===== src/hw/rtl/mdnsff_pkg.sv =====
// Package for the IPv6 mDNS forward filter: verdict types, header constants
// and small lookup functions. No dependencies.
package mdnsff_pkg;

    // Drop reason codes as carried on the result channel.
    typedef enum logic [2:0] {
        REASON_PASS        = 3'd0,
        REASON_SHORT       = 3'd1,
        REASON_NOT_IPV6    = 3'd2,
        REASON_NOT_UDP     = 3'd3,
        REASON_PORT        = 3'd4,
        REASON_DST_GROUP   = 3'd5,
        REASON_LINK_LOCAL  = 3'd6,
        REASON_NOT_ULA_GUA = 3'd7
    } reason_t;

    // One verdict as handed from the parser to the output stage.
    typedef struct packed {
        logic    forward;
        reason_t reason;
        logic    toward_wireless;
    } verdict_t;

    // Header layout and field values.
    localparam logic [5:0] MinLen        = 6'd48;
    localparam logic [5:0] PosNextHeader = 6'd6;
    localparam logic [5:0] PosSrcHi      = 6'd8;
    localparam logic [5:0] PosSrcLo      = 6'd9;
    localparam logic [5:0] PosDstFirst   = 6'd24;
    localparam logic [5:0] PosDstHi      = 6'd24;
    localparam logic [5:0] PosDstLo      = 6'd25;
    localparam logic [5:0] PosDstLast    = 6'd39;
    localparam logic [5:0] PosPortFirst  = 6'd40;
    localparam logic [5:0] PosPortLast   = 6'd43;
    localparam logic [3:0] IpVersion     = 4'h6;
    localparam logic [7:0] UdpProto      = 8'd17;
    localparam logic [15:0] LinkLocal    = 16'hfe80;
    localparam logic [15:0] DefaultMdnsPort = 16'd5353;

    // Byte of the mDNS group address ff02::fb at the given offset.
    function automatic logic [7:0] group_byte(input logic [3:0] idx);
        logic [7:0] b;
        case (idx)
            4'd0:    b = 8'hff;
            4'd1:    b = 8'h02;
            4'd15:   b = 8'hfb;
            default: b = 8'h00;
        endcase
        return b;
    endfunction

    // Classify an address by its first 16 bits: ULA or global passes.
    function automatic reason_t classify(input logic [15:0] prefix);
        reason_t r;
        if (prefix == LinkLocal) begin
            r = REASON_LINK_LOCAL;
        end else if (prefix[15:9] == 7'b1111110 || prefix[15:13] == 3'b001) begin
            r = REASON_PASS;
        end else begin
            r = REASON_NOT_ULA_GUA;
        end
        return r;
    endfunction

endpackage


===== src/hw/rtl/mdnsff_parser.sv =====
// Per-packet header tracker of the mDNS forward filter: collects the header
// fields byte by byte and forms the verdict on the last byte. Uses mdnsff_pkg.
module mdnsff_parser import mdnsff_pkg::*; (
    input  logic        aclk,
    input  logic        aresetn,
    input  logic        beat_en,
    input  logic [7:0]  data_byte,
    input  logic        last_byte,
    input  logic        from_host_side,
    input  logic [15:0] mdns_port,
    output verdict_t    verdict
);

    logic [5:0]  pos_reg, pos_next;
    logic        dir_reg, dir_next;
    logic        ver_ok_reg, ver_ok_next;
    logic        nh_ok_reg, nh_ok_next;
    logic [15:0] src_prefix_reg, src_prefix_next;
    logic [15:0] dst_prefix_reg, dst_prefix_next;
    logic        dst_group_reg, dst_group_next;
    logic [31:0] port_pair_reg, port_pair_next;

    logic        first_beat;
    logic [3:0]  group_idx;
    reason_t     reason;

    assign first_beat = (pos_reg == 6'd0);
    // Offset into ff02::fb; position 24 has low bits 8, so this wraps to 0.
    assign group_idx  = pos_reg[3:0] - 4'd8;

    // Field capture for the beat being accepted, then clear after the last byte.
    always_comb begin
        pos_next        = pos_reg;
        dir_next        = dir_reg;
        ver_ok_next     = ver_ok_reg;
        nh_ok_next      = nh_ok_reg;
        src_prefix_next = src_prefix_reg;
        dst_prefix_next = dst_prefix_reg;
        dst_group_next  = dst_group_reg;
        port_pair_next  = port_pair_reg;
        if (beat_en) begin
            if (first_beat) begin
                dir_next    = from_host_side;
                ver_ok_next = (data_byte[7:4] == IpVersion);
            end
            if (pos_reg == PosNextHeader) begin
                nh_ok_next = (data_byte == UdpProto);
            end
            if (pos_reg == PosSrcHi || pos_reg == PosSrcLo) begin
                src_prefix_next = {src_prefix_reg[7:0], data_byte};
            end
            if (pos_reg >= PosDstFirst && pos_reg <= PosDstLast) begin
                if (data_byte != group_byte(group_idx)) begin
                    dst_group_next = 1'b0;
                end
            end
            if (pos_reg == PosDstHi || pos_reg == PosDstLo) begin
                dst_prefix_next = {dst_prefix_reg[7:0], data_byte};
            end
            if (pos_reg >= PosPortFirst && pos_reg <= PosPortLast) begin
                port_pair_next = {port_pair_reg[23:0], data_byte};
            end
            if (pos_reg < MinLen) begin
                pos_next = pos_reg + 6'd1;
            end
            if (last_byte) begin
                pos_next        = 6'd0;
                ver_ok_next     = 1'b0;
                nh_ok_next      = 1'b0;
                src_prefix_next = 16'd0;
                dst_prefix_next = 16'd0;
                dst_group_next  = 1'b1;
                port_pair_next  = 32'd0;
            end
        end
    end

    always_ff @(posedge aclk) begin
        if (!aresetn) begin
            pos_reg        <= 6'd0;
            dir_reg        <= 1'b0;
            ver_ok_reg     <= 1'b0;
            nh_ok_reg      <= 1'b0;
            src_prefix_reg <= 16'd0;
            dst_prefix_reg <= 16'd0;
            dst_group_reg  <= 1'b1;
            port_pair_reg  <= 32'd0;
        end else begin
            pos_reg        <= pos_next;
            dir_reg        <= dir_next;
            ver_ok_reg     <= ver_ok_next;
            nh_ok_reg      <= nh_ok_next;
            src_prefix_reg <= src_prefix_next;
            dst_prefix_reg <= dst_prefix_next;
            dst_group_reg  <= dst_group_next;
            port_pair_reg  <= port_pair_next;
        end
    end

    // Verdict for a last byte. A packet that is long enough ends at position
    // 47 or later, so every header field is already in its register then.
    always_comb begin
        if (pos_reg < MinLen - 6'd1) begin
            reason = REASON_SHORT;
        end else if (!ver_ok_reg) begin
            reason = REASON_NOT_IPV6;
        end else if (!nh_ok_reg) begin
            reason = REASON_NOT_UDP;
        end else if (port_pair_reg[31:16] != mdns_port &&
                     port_pair_reg[15:0] != mdns_port) begin
            reason = REASON_PORT;
        end else if (dir_reg) begin
            reason = dst_group_reg ? classify(src_prefix_reg) : REASON_DST_GROUP;
        end else begin
            reason = dst_group_reg ? REASON_PASS : classify(dst_prefix_reg);
        end
    end

    assign verdict.forward         = (reason == REASON_PASS);
    assign verdict.reason          = reason;
    assign verdict.toward_wireless = first_beat ? from_host_side : dir_reg;

endmodule


===== src/hw/rtl/ipv6_mdns_forward_filter_top.sv =====
// IPv6 mDNS forward filter: top level with the port register and the result
// register. Uses mdnsff_pkg and mdnsff_parser.
//
// Usage: an IPv6 packet enters one byte per beat on the s_ channel, header
// first, with s_last_byte set on its final byte and s_from_host_side giving
// the direction on the first byte. Each packet yields exactly one result beat
// on the m_ channel: m_forward, the drop reason in m_reason (zero on pass) and
// the direction in m_toward_wireless. Bytes other than the last yield nothing.
// The result appears in the cycle after the last byte is accepted.
// Throughput: one byte per cycle unless a result stalls in the single result
// register; a new packet may start right after the previous one's last byte.
// The user must write the mDNS port via cfg_we and cfg_wdata while the block
// idles; the block does not enforce it. Reset clears all packet state, empties
// the result register and sets the port to 5353. When the receiver stalls with
// a result pending, s_ready drops and input beats wait until it is taken.
module ipv6_mdns_forward_filter_top import mdnsff_pkg::*; (
    input  logic        aclk,
    input  logic        aresetn,
    input  logic        s_valid,
    output logic        s_ready,
    input  logic [7:0]  s_data_byte,
    input  logic        s_last_byte,
    input  logic        s_from_host_side,
    output logic        m_valid,
    input  logic        m_ready,
    output logic        m_forward,
    output logic [2:0]  m_reason,
    output logic        m_toward_wireless,
    input  logic        cfg_we,
    input  logic [15:0] cfg_wdata
);

    logic [15:0] mdns_port_reg;
    logic        m_valid_reg, m_valid_next;
    verdict_t    verdict_reg;
    verdict_t    verdict;
    logic        beat_en;

    assign s_ready = !m_valid_reg || m_ready;
    assign beat_en = s_valid && s_ready;

    // Port register.
    always_ff @(posedge aclk) begin
        if (!aresetn) begin
            mdns_port_reg <= DefaultMdnsPort;
        end else if (cfg_we) begin
            mdns_port_reg <= cfg_wdata;
        end
    end

    mdnsff_parser u_parser (
        .aclk           (aclk),
        .aresetn        (aresetn),
        .beat_en        (beat_en),
        .data_byte      (s_data_byte),
        .last_byte      (s_last_byte),
        .from_host_side (s_from_host_side),
        .mdns_port      (mdns_port_reg),
        .verdict        (verdict)
    );

    // Result register: filled by a last byte, emptied when the beat is taken.
    always_comb begin
        m_valid_next = m_valid_reg && !m_ready;
        if (beat_en && s_last_byte) begin
            m_valid_next = 1'b1;
        end
    end

    always_ff @(posedge aclk) begin
        if (!aresetn) begin
            m_valid_reg <= 1'b0;
        end else begin
            m_valid_reg <= m_valid_next;
        end
    end

    always_ff @(posedge aclk) begin
        if (beat_en && s_last_byte) begin
            verdict_reg <= verdict;
        end
    end

    assign m_valid           = m_valid_reg;
    assign m_forward         = verdict_reg.forward;
    assign m_reason          = verdict_reg.reason;
    assign m_toward_wireless = verdict_reg.toward_wireless;

endmodule


===== config.mk =====
export PLATFORM = sky130hd
export DESIGN_NAME = ipv6_mdns_forward_filter_top
export DESIGN_NICKNAME = d
export VERILOG_FILES = /design/src/hw/rtl/mdnsff_pkg.sv /design/src/hw/rtl/mdnsff_parser.sv /design/src/hw/rtl/ipv6_mdns_forward_filter_top.sv
export SDC_FILE = /design/constraint.sdc
export NUM_CORES = 1
export LEC_CHECK = 0
export ABC_CLOCK_PERIOD_IN_PS = 2200
export BUFFER_PORTS_ARGS = -buffer_cell sky130_fd_sc_hd__buf_2
export CORE_UTILIZATION = 35
export CTS_CLUSTER_DIAMETER = 200
export DETAILED_ROUTE_END_ITERATION = 6
export MAX_ROUTING_LAYER = met4
export PLACE_DENSITY = 0.49
export SYNTH_ARGS = -nofsm -noshare
export SYNTH_HDL_FRONTEND = slang
export SYNTH_HIERARCHICAL = 1
export SYNTH_SLANG_ARGS = --single-unit

===== constraint.sdc =====
create_clock -name aclk -period 2.2 [get_ports aclk]
set_input_delay 0.11 -clock aclk [delete_from_list [all_inputs] [get_ports aclk]]
set_output_delay 0.11 -clock aclk [all_outputs]
set_load 0.05 [all_outputs]

Yosys cells after proc, flatten, opt, wreduce, memory -nomap -nowiden
Cells that the tools add are included.
Storage, ports and cells
  register bits: 96
  output and inout bits: 7
  word-level logic and storage cells: 101
Cells by class
  $add $sub $neg: 2
  order comparisons: 6
  equal/unequal tests: 18
  muxes and demuxes: 31
  reduce and logical (&&, ||, !) cells: 31
Operator list (count)
  two-way mux 16 bit: 4
  two-way mux 32 bit: 2
  two-way mux 3 bit: 11
  equality test 16 bit, second input constant: 2
  inequality test 16 bit: 2
  one-hot mux 8 bit (3 select lines): 1
  two-way mux 8 bit: 2
  nonzero test 2 bit: 8
  equality test 7 bit, second input constant: 2
  equality test 6 x 4 -> 1 bit, second input constant: 2
  equality test 6 x 5 -> 1 bit, second input constant: 2
  <= comparator 6 bit, second input constant: 2
  < comparator 6 bit, second input constant: 2
  two-way mux 6 bit: 2
  AND reduction 2 bit: 6
  two-way mux 1 bit: 9
  equality test 8 x 5 -> 1 bit, second input constant: 1
  inequality test 8 bit: 1
  adder 6 x 1 -> 6 bit, second input constant: 1
  equality test 3 x 1 -> 1 bit, second input constant: 2
  equality test 6 x 3 -> 1 bit, second input constant: 1
  greater-or-equal comparator 6 x 5 -> 1 bit, second input constant: 1
  greater-or-equal comparator 6 bit, second input constant: 1
  logical AND 1 bit: 6
  10 further kinds: 15

Logic depth before layout (Yosys ltp)
  word-level depth: 11
  gate-level depth with buffers: 8

Hierarchy
The synthesis kept the hierarchy.
By module, submodules not included
  mdnsff_parser: times used 1, cells each 420, area an instance 3747.3 sq um
  ipv6_mdns_forward_filter_top: times used 1, cells each 62, area an instance 799.5 sq um

Worst setup path before layout
No wires, ideal clock.
  kind: register to register
  start point: register m_valid_reg, in the netlist m_valid
  end point: register u_parser.dst_group_reg
  setup time: 0.114 ns
  arrival: 2.398 ns
  data required time: 2.086 ns
  slack: -0.312 ns
  stages on the path, launching flop included: 8
  buffers on the path: 2
  cell sequence: dfxtp_1 nand2b_1 and2_1 nand2_1 clkbuf_1 buf_1 nand2_1 a21o_1
On the way
  longest elaborated chain between the ends: 4
RTL lines
  start, declared: RTL line ipv6_mdns_forward_filter_top.sv:34  | logic m_valid_reg, m_valid_next;
  start signal, assigned: RTL line ipv6_mdns_forward_filter_top.sv:74  | m_valid_reg <= m_valid_next;
  zero test 1 bit: RTL line ipv6_mdns_forward_filter_top.sv:39  | assign s_ready = !m_valid_reg || m_ready;
  logical OR 1 bit: RTL line ipv6_mdns_forward_filter_top.sv:39
  via s_ready: RTL line ipv6_mdns_forward_filter_top.sv:20  | output logic s_ready,
  logical AND 1 bit: RTL line ipv6_mdns_forward_filter_top.sv:40  | assign beat_en = s_valid && s_ready;
  via beat_en: RTL line ipv6_mdns_forward_filter_top.sv:37  | logic beat_en;
  AND reduction 3 bit (no source line)
  end signal, assigned: RTL line mdnsff_parser.sv:95  | dst_group_reg <= dst_group_next;
  end, declared: RTL line mdnsff_parser.sv:20  | logic dst_group_reg, dst_group_next;
The timed path passes the listed nets, and every way through them passes these cells.
A chain may end at the register's enable or synchronous reset.

Final worst setup path
  start point: register u_parser.pos_reg[0]
  end point: register u_parser.src_prefix_reg[3]
On the way
  longest elaborated chain between the ends: 4
  elaborated cells on any way between the ends: 5
  classes of those cells: 2 x eq/ne; 3 x reduce/logical
RTL lines
  start, declared: RTL line mdnsff_parser.sv:14  | logic [5:0] pos_reg, pos_next;
  start signal, assigned: RTL line mdnsff_parser.sv:89  | pos_reg <= pos_next;
  equality test 6 x 4 -> 1 bit: RTL line mdnsff_parser.sv:49  | if (pos_reg == PosSrcHi || pos_reg == PosSrcLo) begin
  logical OR 1 bit (*): RTL line mdnsff_parser.sv:49
  nonzero test 2 bit (no source line) (*)
  AND reduction 2 bit (no source line) (*)
  end signal, assigned: RTL line mdnsff_parser.sv:93  | src_prefix_reg <= src_prefix_next;
  end, declared: RTL line mdnsff_parser.sv:18  | logic [15:0] src_prefix_reg, src_prefix_next;
Every way passes the cells marked *; elsewhere a longest branch is shown, timed or not.

==> flow_metrics.tcl <==
set metrics [dict create \
    synth_top_cell_by_area "dfxtp_1" \
    portBuffers 37 \
    tns_ps 0 \
    dr.first_iter.drc_count 289 \
    area_growth_pct 16.3 \
    start_util_pct 36.0 \
    synth-main-ff-cell "dfxtp_1" \
    layout_commonest_cell "dfxtp_1" \
    finalClockSkew_ps 5.26 \
    post-route-period-util_pct 91.4 \
    postCtsSetupRepairBufs 0 \
    crit_buf_inv 1 \
    core.rowCount 41 \
    place_hpwl_mm 7.55 \
    finalPower_mw 3.68 \
    htreeDepth 3 \
    post_drt_wl_per_cell_um 15.8 \
    slowest_delay_ps 480 \
    worstMarginPinSlew_ps 617 \
    yosysWarnings 6 \
    vias_per_cell 5.04 \
    worst_ep_arrival_time_ps 2290 \
    clk_path_buf_depth 2 \
    avgSynthCellArea_um2 9.43 \
    die_area_um2 13500 \
    cts.sinks 96 \
    nets 557 \
    grt_pass1_vias 3286 \
    path_cells "inv_1, ha_1, o21ai_2, nor2_1, a21oi_2, a22oi_1, nor2b_1" \
    nFillCells 1293 \
    largest_reg_flops 32 \
    cts_tree "built" \
    root_buffer "clkbuf_16" \
    worst_path_dominant_cell_family "compound AO/OA/AOI/OAI gates" \
    max-vdd-ir-drop_mv 0.266 \
    grt_max_degree 54 \
    ys_ff_latch 96 \
    postRouteAntennaNets 0 \
    grt_overflow 0 \
    antenna_found_initial 0 \
    worst_path_max_delay_cell "a21oi_2" \
    slew_viol_final 0 \
    grt_first_pass_wirelength_mm 17.5 \
    holdCritPathClass "primary input to flip-flop" \
    core_area_um2 12600 \
    ys_types 52 \
    async_reset_ff_share_pct 0 \
    setup_viol 0 \
    r2r_slack_ps 190 \
    critical_path_required_ps 2480 \
    synth_area_leaders "dfxtp_1, nor2b_1, mux2i_1, xor2_1, a22oi_1" \
    vias 3522 \
    slew-limit-headroom_pct 58.9 \
    drive_gt1_share_pct 14.2 \
    p_leak_nw 1.98 \
    numCtsBuffers 9 \
    antenna_cells 0 \
    crit_fanout 13 \
    die_h_um 116 \
    rsz0062_at_grt "false" \
    synth_top_area_share_pct 40.1 \
    syn_area_um2 4550 \
    hold_viol 0 \
    cap_violations 0 \
    ios 38 \
    dpl_cell_area_um2 4910 \
    place_congestion 0.801 \
    insertion_delay_ps 350 \
    layout_common_cells "dfxtp_1, nor2b_1, buf_2, a22oi_1, xor2_1" \
    critPathKind "flip-flop to flip-flop" \
    clk_pin_slew_ps 70 \
    synthCells 482 \
    start_kind "flip-flop" \
    fmax_mhz 498 \
    syn_nets 517 \
    synth_enable_flop_cells 5 \
    powerDensity_nw_per_um2 696 \
    wirelength_mm 11.0 \
    drcViolationCount 0 \
    crit_path_end_kind "flip-flop" \
    period_needed_ps 2010 \
    yosysSeqAreaShare_pct 43.4 \
    stdcell_area_um2 5290 \
    grt_use_total_pct 18.1 \
    outcome "complete, no violations" \
    firstDrtPassIters 4 \
    die_w_um 116 \
]
[through the flow]
step / hold WS (ps) / instances / utilization (%) / worst slack, ps
after floorplan: 238 / 482 / - / 88.0
after global placement: 326 / 676 / 38.9 / -50.6
after detailed placement: 329 / 676 / 38.9 / -108
after CTS: 11.8 / 699 / 41.9 / 66.4
after global routing: 25.1 / 699 / 41.9 / 49.3
final: 20.3 / 699 / 41.9 / 190
[cells by family (layout without fill, tap and decap cells)]
group | count (synthesis) | count (layout) | share of synthesized area (%)
fa+ha+maj | 4 | 4 | 1.10
compound gates | 98 | 98 | 15.2
xor+xnor | 35 | 35 | 6.74
mux | 31 | 31 | 6.82
buf+inv | 47 | 92 | 4.95
flops | 96 | 96 | 43.4
simple gates | 171 | 171 | 21.8
[report_power, final]
| part | internal, mW | switching (mW) |
|---|---|---|
| Sequential | 1.78 | 0.0278 |
| Clock | 0.941 | 0.654 |
| Combinational | 0.114 | 0.164 |
[synth_stat cells, types with 10 or more instances]
cell and instances:
dfxtp_1 91, nor2b_1 61, a22oi_1 37, xor2_1 34, mux2i_1 31, nand2_1 27, inv_1 19, and2_1 15
clkbuf_1 14, o22ai_1 14, nor2_1 13, nor4_1 11, a31oi_1 10
[what timing repair did]
| action | 4_1_cts | 5_1_grt |
|---|---|---|
| pin swaps | 0 | 0 |
| hold buffers | 7 | 0 |
| endpoints found under the setup margin | 13 | 5 |
| gates resized for setup | 1 | 1 |
| hold endpoints to repair | 7 | 0 |
[tightest hold or removal path: stages]
cell     delay, ps
buf_2           70
mux2i_1         50
nor2b_1         90
[layout make-up]
class | count | area [µm²] | share of cell area (%)
well taps | 172 | 215 | 4.07
multi-input cells | 339 | 2360 | 44.7
clock inverters | 3 | 40.0 | 0.757
flip-flops and latches | 96 | 1970 | 37.3
repair buffers | 57 | 365 | 6.91
inverters | 19 | 71.3 | 1.35
clock buffers | 13 | 260 | 4.92
[per-layer routing]
metal  part of all wire (%)  up-vias  wire (µm)  global-route usage (%)
met1                     51     1651       5670                    25.4
met2                     42       63       4600                    24.7
li1                       -     1792          -                       -
met4                    1.9        0        212                    8.29
met3                    4.9       16        545                    3.56
met5                      0        -          0                       -
[path summary, 6_finish.rpt]
| check | from | depth (start not counted) | endpoint |
|---|---|---|---|
| max | u_parser/pos_reg[0] | 7 | u_parser/src_prefix_reg[3] |
| min | cfg_wdata[4] | 3 | mdns_port_reg[4] |
| max reg2reg | u_parser/pos_reg[0] | 7 | u_parser/src_prefix_reg[3] |
| min reg2reg | m_valid | 2 | m_valid |
Note: power is estimated with default switching activity, not from simulation.
